File: config.mk
export PLATFORM = sky130hd
export DESIGN_NAME = sorted_table_binary_search_top
export DESIGN_NICKNAME = d
export VERILOG_FILES = /design/src/rtl/core/stb_pkg.sv /design/src/rtl/core/stb_ram.sv /design/src/rtl/core/sorted_table_binary_search_top.sv
export SDC_FILE = /design/constraint.sdc
export NUM_CORES = 2
export LEC_CHECK = 0
export BUFFER_PORTS_ARGS = -buffer_cell sky130_fd_sc_hd__buf_2
export CAP_MARGIN = 0
export CORE_MARGIN = 1.5
export CORE_UTILIZATION = 55
export DETAILED_ROUTE_END_ITERATION = 8
export PLACE_DENSITY = 0.74
export SYNTH_ARGS = -nofsm -noshare
export SYNTH_HDL_FRONTEND = slang
export SYNTH_HIERARCHICAL = 1
export SYNTH_SLANG_ARGS = --single-unit
File: constraint.sdc
create_clock -name i_clk -period 7.7 [get_ports i_clk]
set_input_delay 0.77 -clock i_clk [delete_from_list [all_inputs] [get_ports i_clk]]
set_output_delay 0.77 -clock i_clk [all_outputs]
set_load 0.03 [all_outputs]
File: src/rtl/core/stb_pkg.sv
`timescale 1ns / 1ps
`default_nettype none
package stb_pkg;

    // Fixed field widths of the ports.
    localparam int CNT_W   = 8;
    localparam int IDX_W   = 7;
    localparam int KEY_W   = 32;

    localparam logic [CNT_W-1:0] ENTRY_COUNT_RST = 8'd128;

    // Item kinds.
    localparam logic KIND_WRITE  = 1'b0;
    localparam logic KIND_SEARCH = 1'b1;

endpackage
`default_nettype wire

File: src/rtl/core/stb_ram.sv
`timescale 1ns / 1ps
`default_nettype none
module stb_ram #(
    parameter int WIDTH = 32,
    parameter int DEPTH = 128
) (
    input  logic                     i_clk,
    input  logic                     i_we,
    input  logic [$clog2(DEPTH)-1:0] i_waddr,
    input  logic [WIDTH-1:0]         i_wdata,
    input  logic [$clog2(DEPTH)-1:0] i_raddr,
    output logic [WIDTH-1:0]         o_rdata
);

    logic [WIDTH-1:0] r_mem [DEPTH];
    logic [WIDTH-1:0] r_rdata;

    always_ff @(posedge i_clk) begin
        if (i_we) begin
            r_mem[i_waddr] <= i_wdata;
        end
        r_rdata <= r_mem[i_raddr];
    end

    assign o_rdata = r_rdata;

endmodule
`default_nettype wire

File: src/rtl/core/sorted_table_binary_search_top.sv
`timescale 1ns / 1ps
`default_nettype none
// Binary search over a table of signed 32-bit words held in one RAM.
// Input channel (i_in_valid / o_in_ready): a word with i_kind = write stores
// i_entry_value at i_entry_index and gives no result; i_kind = search looks
// for i_entry_value among the first entry_count entries (saturated to the
// table depth). Each search gives one result word on the output channel
// (o_out_valid / i_out_ready): o_found and o_match_index (0 on a miss).
// The entry_count register is written through i_cfg_we / i_cfg_data; the
// user must write it only while the block is idle, which the block does
// not enforce. It resets to 128.
// Writes stream back to back while the block is idle. A search of P probes
// loads its bounds, then for each probe sets the RAM read address (S_PROBE)
// and compares on the registered read data (S_CMP); a miss ends with the
// bound check in S_PROBE, and S_DONE loads the output register. For 128
// entries P is at most 8. The one RAM read port sets the search time. The
// next word is accepted in the cycle after the result is loaded.
// Stall: the output register holds a result until taken; the block keeps
// accepting words meanwhile, and a later search waits in its final state
// only if the previous result is still pending.
// Reset: control state clears and entry_count returns to 128; table
// contents are undefined until written, with no clearing pass.
module sorted_table_binary_search_top #(
    parameter int TABLE_DEPTH = 128
) (
    input  logic                              i_clk,
    input  logic                              i_rst_n,
    input  logic                              i_cfg_we,
    input  logic [stb_pkg::CNT_W-1:0]         i_cfg_data,
    input  logic                              i_in_valid,
    output logic                              o_in_ready,
    input  logic                              i_kind,
    input  logic [stb_pkg::IDX_W-1:0]         i_entry_index,
    input  logic signed [stb_pkg::KEY_W-1:0]  i_entry_value,
    output logic                              o_out_valid,
    input  logic                              i_out_ready,
    output logic                              o_found,
    output logic [stb_pkg::IDX_W-1:0]         o_match_index
);
    import stb_pkg::*;

    localparam int AW     = $clog2(TABLE_DEPTH);
    localparam int WEXT_W = (AW > IDX_W) ? AW : IDX_W;
    localparam int REXT_W = (AW > CNT_W) ? AW : CNT_W;

    typedef enum logic [1:0] {
        S_IDLE,
        S_PROBE,
        S_CMP,
        S_DONE
    } t_state;

    t_state                    r_state;
    logic [CNT_W-1:0]          r_entry_count;
    logic signed [KEY_W-1:0]   r_key;
    logic [CNT_W-1:0]          r_low;    // first candidate index
    logic [CNT_W-1:0]          r_hi;     // one past last candidate index
    logic [CNT_W-1:0]          r_mid;
    logic                      r_hit;
    logic [IDX_W-1:0]          r_where;
    logic                      r_out_valid;
    logic                      r_found;
    logic [IDX_W-1:0]          r_match_index;

    logic                      w_accept;
    logic [CNT_W-1:0]          w_n;
    logic [CNT_W:0]            w_sum;
    logic [CNT_W-1:0]          w_mid;
    logic [REXT_W-1:0]         w_mid_ext;
    logic [WEXT_W-1:0]         w_widx_ext;
    logic                      w_wr_en;
    logic [KEY_W-1:0]          w_rdata;
    logic                      w_out_free;

    assign o_in_ready = (r_state == S_IDLE);
    assign w_accept   = i_in_valid && o_in_ready;
    assign w_out_free = !r_out_valid || i_out_ready;

    // Saturate the searched count to the table depth.
    assign w_n = (32'(r_entry_count) > 32'(TABLE_DEPTH)) ? CNT_W'(TABLE_DEPTH)
                                                         : r_entry_count;

    // Floor of the midpoint of [low, hi-1]; only used while hi > low.
    assign w_sum     = {1'b0, r_low} + {1'b0, r_hi} - {{CNT_W{1'b0}}, 1'b1};
    assign w_mid     = w_sum[CNT_W:1];
    assign w_mid_ext = REXT_W'(w_mid);

    // Drop writes beyond the table.
    assign w_widx_ext = WEXT_W'(i_entry_index);
    assign w_wr_en    = w_accept && (i_kind == KIND_WRITE)
                        && (32'(i_entry_index) < 32'(TABLE_DEPTH));

    // Writes happen only in idle and reads only during a search, so the
    // state machine itself keeps them from touching the same entry at once.
    stb_ram #(
        .WIDTH (KEY_W),
        .DEPTH (TABLE_DEPTH)
    ) u_table (
        .i_clk   (i_clk),
        .i_we    (w_wr_en),
        .i_waddr (w_widx_ext[AW-1:0]),
        .i_wdata (i_entry_value),
        .i_raddr (w_mid_ext[AW-1:0]),
        .o_rdata (w_rdata)
    );

    always_ff @(posedge i_clk) begin
        if (!i_rst_n) begin
            r_state       <= S_IDLE;
            r_entry_count <= ENTRY_COUNT_RST;
            r_out_valid   <= 1'b0;
        end else begin
            if (i_cfg_we) begin
                r_entry_count <= i_cfg_data;
            end

            // Release the output word once taken, unless a new one loads now.
            if (r_out_valid && i_out_ready && !((r_state == S_DONE) && w_out_free)) begin
                r_out_valid <= 1'b0;
            end

            case (r_state)
                S_IDLE: begin
                    if (w_accept && (i_kind == KIND_SEARCH)) begin
                        r_key   <= i_entry_value;
                        r_low   <= '0;
                        r_hi    <= w_n;
                        r_state <= S_PROBE;
                    end
                end
                S_PROBE: begin
                    if (r_low >= r_hi) begin
                        // Empty range: miss.
                        r_hit   <= 1'b0;
                        r_where <= '0;
                        r_state <= S_DONE;
                    end else begin
                        r_mid   <= w_mid;
                        r_state <= S_CMP;
                    end
                end
                S_CMP: begin
                    if (r_key == $signed(w_rdata)) begin
                        r_hit   <= 1'b1;
                        r_where <= r_mid[IDX_W-1:0];
                        r_state <= S_DONE;
                    end else if (r_key < $signed(w_rdata)) begin
                        r_hi    <= r_mid;
                        r_state <= S_PROBE;
                    end else begin
                        r_low   <= r_mid + {{(CNT_W-1){1'b0}}, 1'b1};
                        r_state <= S_PROBE;
                    end
                end
                S_DONE: begin
                    // Hold until the output register is free.
                    if (w_out_free) begin
                        r_out_valid   <= 1'b1;
                        r_found       <= r_hit;
                        r_match_index <= r_where;
                        r_state       <= S_IDLE;
                    end
                end
                default: begin
                    r_state <= S_IDLE;
                end
            endcase
        end
    end

    assign o_out_valid   = r_out_valid;
    assign o_found       = r_found;
    assign o_match_index = r_match_index;

endmodule
`default_nettype wire

# --- Word level (Yosys, flattened, before mapping) ---
# Memories as Yosys holds them, arrays and structs flattened. A register that Yosys moved wholly into a read port is not among the register bits.
# Index checks and enable logic that the tools add are counted.
totals:
  latch_bits: 0
  out_inout_bits: 10
  memories: 1
  register_bits: 83
  rom_bits: 0
  ramBits: 4096
classes:
  shifts: 0
  n_addsub: 3
  mux: 25
  n_eq_ne: 11
  reduce_logical: 19
  n_lt_le_gt_ge: 3
  n_bitwise: 2
  div: 0
  multipliers: 0
mem_list:
  columns: ["name", "words", "word_bits", "read_ports", "rd_clocked_by_memory_dff", "wr", "line", "text"]
  rows:
  - ["u_table.r_mem", 128, 32, 1, 1, 1, "stb_ram.sv:15", "logic [WIDTH-1:0] r_mem [DEPTH];"]
op_table:
  columns: ["operator", "count"]
  rows:
  - ["two-way mux 8 bit", 7]
  - ["== test 32 bit", 1]
  - ["less-than comparator 32 bit", 1]
  - ["case mux 8 bit (2 select lines)", 2]
  - ["two-way mux 7 bit", 2]
  - ["case mux 7 bit (2 select lines)", 1]
  - ["!= test 2 bit, second input constant", 6]
  - ["AND reduction 5 bit", 2]
  - ["adder 8 x 8 -> 9 bit", 1]
  - ["AND reduction 3 bit", 3]
  - ["subtractor 9 x 1 -> 9 bit, second input constant", 1]
  - ["adder 8 x 1 -> 8 bit, second input constant", 1]
  - ["greater-or-equal comparator 8 bit", 1]
  - ["greater-than comparator 8 bit, second input constant", 1]
  - ["two-way mux 1 bit", 8]
  - ["case mux 2 bit (4 select lines)", 1]
  - ["logical AND 1 bit", 6]
  - ["two-way mux 2 bit", 3]
  - ["== test 2 bit, second input constant", 2]
  - ["AND reduction 4 bit", 1]
  - ["nonzero test 2 bit", 2]
  - ["== test 2 x 1 -> 1 bit, second input constant", 1]
  - ["zero test 1 bit", 2]
  - ["zero test 2 bit", 1]
  - ["other kinds (5)", 6]

# --- Longest topological paths before layout ---
depth:
  word_depth: 8
  depth_mapped: 16
  mapped_depth_nobuf: 14

# --- Cells and area by module ---
# Netlist, hierarchy kept.
modules_own_cells:
  columns: ["module", "n_inst", "cells_per_inst", "area_per_inst_um2"]
  rows:
  - ["stb_ram", 1, 5990, 156276.1]
  - ["sorted_table_binary_search_top", 1, 389, 4508.1]

# --- Worst setup path before layout ---
# OpenSTA, ideal clock, no wires.
synth_timing:
  path_type: "register to register"
  from: "reg r_state[0]"
  to: "mem u_table.r_mem[98][0] (enable)"
  period_less_slack_ns: 4.255
  slack_ns: 3.445
  arrival_ns: 3.794
  stages_incl_launch_ff: 8
  cell_sequence: "dfxtp_1 -> inv_1 -> ha_1 -> nand2_1 -> nor2_1 -> clkbuf_1 -> nand4_1 -> nor3_1"
synth_between:
  elab_chain_len: 5
synth_lines:
  columns: ["item", "line", "text"]
  rows:
  - ["from (decl)", "sorted_table_binary_search_top.sv:53", "t_state r_state;"]
  - ["from (signal assigned)", "sorted_table_binary_search_top.sv:109", "r_state <= S_IDLE;"]
  - ["from (signal assigned)", "sorted_table_binary_search_top.sv:128", "r_state <= S_PROBE;"]
  - ["from (signal assigned)", "sorted_table_binary_search_top.sv:136", "r_state <= S_DONE;"]
  - ["zero test 2 bit", "sorted_table_binary_search_top.sv:75", "assign o_in_ready = (r_state == S_IDLE);"]
  - ["via o_in_ready", "sorted_table_binary_search_top.sv:31", "output logic o_in_ready,"]
  - ["logical AND 1 bit", "sorted_table_binary_search_top.sv:76", "assign w_accept = i_in_valid && o_in_ready;"]
  - ["logical AND 1 bit", "sorted_table_binary_search_top.sv:90", "assign w_wr_en = w_accept && (i_kind == KIND_WRITE)"]
  - ["via w_wr_en", "sorted_table_binary_search_top.sv:71", "logic w_wr_en;"]
  - ["two-way mux 1 bit", "stb_ram.sv:19", "if (i_we) begin"]
  - ["two-way mux 1 bit (not written as such)", "stb_ram.sv:20", "r_mem[i_waddr] <= i_wdata;"]
  - ["to (decl)", "stb_ram.sv:15", null]
# The timed path passes the listed nets, and every way through them passes these cells.

# --- Worst setup path in the final report ---
layout_timing:
  from: "reg r_hi[1]"
  to: "reg u_table.r_rdata[28], in the netlist u_table/o_rdata[28] (read register of u_table.r_mem)"
layout_between:
  elab_chain_len: 2
layout_lines:
  columns: ["item", "line", "text"]
  rows:
  - ["from (decl)", "sorted_table_binary_search_top.sv:57", "logic [CNT_W-1:0] r_hi;"]
  - ["from (signal assigned)", "sorted_table_binary_search_top.sv:127", "r_hi <= w_n;"]
  - ["from (signal assigned)", "sorted_table_binary_search_top.sv:148", "r_hi <= r_mid;"]
  - ["adder 8 x 8 -> 9 bit", "sorted_table_binary_search_top.sv:84", "assign w_sum = {1'b0, r_low} + {1'b0, r_hi} - {{CNT_W{1'b0}}, 1'b1};"]
  - ["subtractor 9 x 1 -> 9 bit", "sorted_table_binary_search_top.sv:84", null]
  - ["via w_sum[3]", "sorted_table_binary_search_top.sv:67", "logic [CNT_W:0] w_sum;"]
  - ["to (decl)", "stb_ram.sv:16", "logic [WIDTH-1:0] r_rdata;"]
# The timed path passes the listed nets, and every way through them passes these cells.
# A chain may end at the register's enable or synchronous reset.

==> summary by stage <==
Power
In this run, the clock network consumes 27.1% of the power. VDD sags by at most 0.591 mV. The switching part of the total is 33.4%.

The internal portion of the total power is 49200 uW. For this design the total switching power over the nets is 24700 uW. In this run the static leakage power is 0.0562 uW. The proportion of power drawn by combinational gates is 38.3%. Registers are responsible for 34.6% of the overall power. The total power per unit cell area is 407 nW/um^2.

GRT
Entering global routing, the biggest net connects 109 pins. Across every metal layer, demand over resource in global routing totals 29.0%. The global-route wire length before repair is 592000 um. The number of global-route vias before repair is 76600.

Global routing finished with a remaining overflow of 0. The number of antenna violations at the first check in global routing is 58.

Routing
After the first detailed-routing iteration, the DRC count stood at 12200. The number of remaining DRC errors is 0. The routed design has 425000 um of wire.

In the routed layout, each cell is associated on average with a via count of 6.91. In this run the remaining antenna-violating nets after routing total 0. The first TritonRoute pass finished after 6 iterations. In the final routed layout, each cell accounts on average for 38.5 um. The via total after detailed routing is 76300.

Synth
Yosys mapped a number of flops with a built-in enable equal to 4168. The synthesized area per cell is 25.2 um^2. Of the synthesized area, sequential elements account for 78.4%. For this run, asynchronously set or reset flops after synthesis account for 0%. In the synthesized netlist the dominant register cell turns out to be edfxtp_1. The total number of yosys warnings is 6. The mapped cell area is 161000 um^2.

Synthesis produced 6379 cells. Counting distinct cell types in the post-synthesis netlist gives 49. Synthesis produced a netlist with a net count of 6493. The post-synthesis sequential element count is 4211.

Run
The max-capacitance violation count is 0.

Clocking
The count of buffers added by post-CTS timing repair for setup is 0. The H-tree depth reported by CTS is 5. The count of cells resized by post-cts repair is 0. Clock tree synthesis inserted a total of 408 buffers. The clock net in this run drives a total of 4211 sinks. The later-pin clock latency in the skew report is 1.01 ns. The TritonCTS clock tree is built. Clock-pin slew was measured on the worst setup and hold paths at 0.06 ns. The maximum count of clock buffers along a single path is 4. Clock tree synthesis selected as its root buffer the cell clkbuf_16.

Cells and area
From synthesis to final layout, the design area changed by 12.9%. Counting the fill cells in the layout gives 18400. The storage element area is 126000 um^2. In the final design database the tool counted 6894 nets. The share of post-route cells with drive strength above 1 is 34.1%. Summing all multi-input logic gate instances after layout gives 34200 um^2. The post-layout utilization of the core is 62.4%.

Place
In this run the tool buffered the top-level ports with 62 buffer cells. At the end of routability-driven placement, the weighted congestion stood at 0.824. The HPWL after detailed placement is 219000 um.

Timing
Headroom to the max-slew limit came out at 16.7%. The worst path in the final design needs a cycle of 5.48 ns, including I/O delays and setup. The transition at the pin with the smallest max-transition slack is 1.25 ns.

In the final timing run, aggregate negative setup slack is 0 ns. The highest attainable clock frequency is 0.182 GHz. Setup repair after global routing left no endpoint under its margin.

The final worst clock skew is 0.0777 ns. The part of the cycle the worst path needs is 71.2%. The number of hold violations in the final report is 0. The max-slew violation count was 0. The count of final setup violators is 0.

Min path
The classification of the worst-slack hold path is in -> reg.

Setup path
The worst setup path is captured at a register. The required time at the endpoint of the critical path is 8.54 ns. The worst path arrival time is 6.32 ns. In this run the worst path has a maximum fanout of 41.

The startpoint type of the worst setup path is a register. The worst setup path is of the reg -> reg kind.

Floorplan
Pin placement for this block handled 63 I/O pins. The starting density of the core is 55.3%. Row generation in the floorplan step produced 198 rows. Measured along the x axis, the die boundary spans 544 um. The height of the die is 544 um. The die covers 296000 um^2.

The core region is 291000 um^2.

Status
The run finished with clean final reports.
==> critical path, stage by stage (launching register included) <==
cell      delay [ns]
edfxtp_1        0.35
inv_1           0.11
ha_1            0.27
inv_1           0.13
ha_4            0.15
inv_1           0.04
fa_1            0.42
xnor2_2         0.73
buf_4           0.48
buf_4           0.59
mux4_2          0.43
mux4_2          0.59
mux4_2          0.66
mux2_2          0.31
==> synth_stat cells (2+ instances only) <==
cell type | number | share of area, %
a211oi_1 | 2 | 0.0093
a21o_1 | 9 | 0.042
a21oi_1 | 21 | 0.065
a221oi_1 | 2 | 0.011
a31o_1 | 2 | 0.011
and2_1 | 10 | 0.039
and3_1 | 3 | 0.012
buf_1 | 50 | 0.12
buf_2 | 79 | 0.25
buf_4 | 3 | 0.014
buf_6 | 2 | 0.014
clkbuf_1 | 185 | 0.43
dfxtp_1 | 43 | 0.54
edfxtp_1 | 4168 | 78
ha_1 | 60 | 0.47
inv_1 | 76 | 0.18
mux2_2 | 33 | 0.23
mux2i_1 | 8 | 0.050
mux4_2 | 1344 | 19
nand2_1 | 33 | 0.077
nand2b_1 | 3 | 0.012
nand3_1 | 18 | 0.056
nand4_1 | 10 | 0.039
nor2_1 | 142 | 0.33
nor2b_1 | 18 | 0.070
nor3_1 | 12 | 0.037
o21a_1 | 3 | 0.014
o21ai_0 | 6 | 0.019
o21ai_1 | 3 | 0.0093
or3_1 | 2 | 0.0078
xnor2_1 | 8 | 0.044
xor2_1 | 4 | 0.022
==> metrics by stage <==
stage / setup slack (ns) / area (um^2) / instances / hold slack [ns] / power, uW
2_1_floorplan: 3.45 / 161000 / 6379 / 0.400 / 43200
3_3_place_gp: 2.34 / 168000 / 10300 / 0.406 / 53400
3_5_place_dp: 2.33 / 168000 / 10300 / 0.406 / 53700
4_1_cts: 2.30 / 181000 / 11000 / 0.0144 / 73700
5_1_grt: 2.15 / 181000 / 11000 / 0.0916 / 75600
6_report: 2.22 / 182000 / 11000 / 0.0801 / 73900
==> path summary, 6_finish.rpt <==
check / to / start / slack (ns) / cells past startpoint
min: r_entry_count[3] / i_cfg_data[3] / 0.08 / 3
max reg2reg: u_table/o_rdata[28] / r_hi[1] / 2.22 / 13
max: u_table/o_rdata[28] / r_hi[1] / 2.22 / 13
min reg2reg: o_match_index[6] / r_where[6] / 0.42 / 0
==> power by group through the flow <==
stage / Sequential (uW) / Combinational, uW / Clock [uW]
after floorplan: 26000 / 17300 / 0
after global placement: 26000 / 27400 / 0
after detailed placement: 26000 / 27600 / 0
after CTS: 25600 / 28000 / 20200
after global routing: 25600 / 29000 / 21000
final: 25600 / 28300 / 20000
==> state kept, by name, summed over array words and instances, names as in the netlist <==
signal	cells
o_found	1
o_match_index	7
o_out_valid	1
r_entry_count	8
r_hi	8
r_hit	1
r_key	32
r_low	8
r_mid	8
r_state	2
r_where	7
u_table/o_rdata	32
u_table/r_mem	4096
==> cell families (layout without fill, tap and decap cells) <==
family | after synthesis | in the layout | synth area share (%)
fa+ha+maj | 61 | 61 | 0.479
buf+inv | 395 | 1139 | 1.00
mux | 1385 | 1385 | 19.1
compound gates | 59 | 59 | 0.247
other cells | 0 | 14 | 0
flops | 4211 | 4211 | 78.4
simple gates | 256 | 256 | 0.722
xor+xnor | 12 | 12 | 0.0654
==> area by class of cell <==
cell class / instances / area share, %
Antenna cell: 14 / 0.0193
Clock buffer: 494 / 5.92
Clock inverter: 259 / 1.48
Inverter: 76 / 0.161
Multi-Input combinational cell: 1773 / 18.8
Sequential cell: 4211 / 69.4
Tap cell: 3900 / 2.69
Timing Repair Buffer: 310 / 1.47
==> cells in the final DEF, fill, tap and decap left out, types with 14 or more instances in the layout <==
master	Yosys	layout
a21oi_1	21	21
buf_12	0	33
buf_2	79	30
buf_4	3	246
bufinv_16	0	39
clkbuf_1	185	71
clkbuf_16	0	413
clkinv_1	0	87
clkinv_16	0	14
clkinv_2	0	79
clkinvlp_4	0	23
dfxtp_1	43	43
diode_2	0	14
edfxtp_1	4168	4168
ha_1	60	59
inv_1	76	75
mux2_2	33	33
mux4_2	1344	1344
nand2_1	33	30
nand3_1	18	14
nor2_1	142	22
nor2_4	0	120
nor2b_1	18	18
==> routing by layer <==
layer | GRT usage [%] | routed length [um]
met1 | 39.6 | 148000
met2 | 45.1 | 202000
met3 | 8.75 | 58300
met4 | 10.2 | 16600
met5 | 0 | 219
==> repair_timing <==
action | CTS | global route
endpoints found under the setup margin | 0 | 0
hold endpoints to repair | 1 | 0
hold buffers | 1 | 0
(Power assumes the default switching activity.)
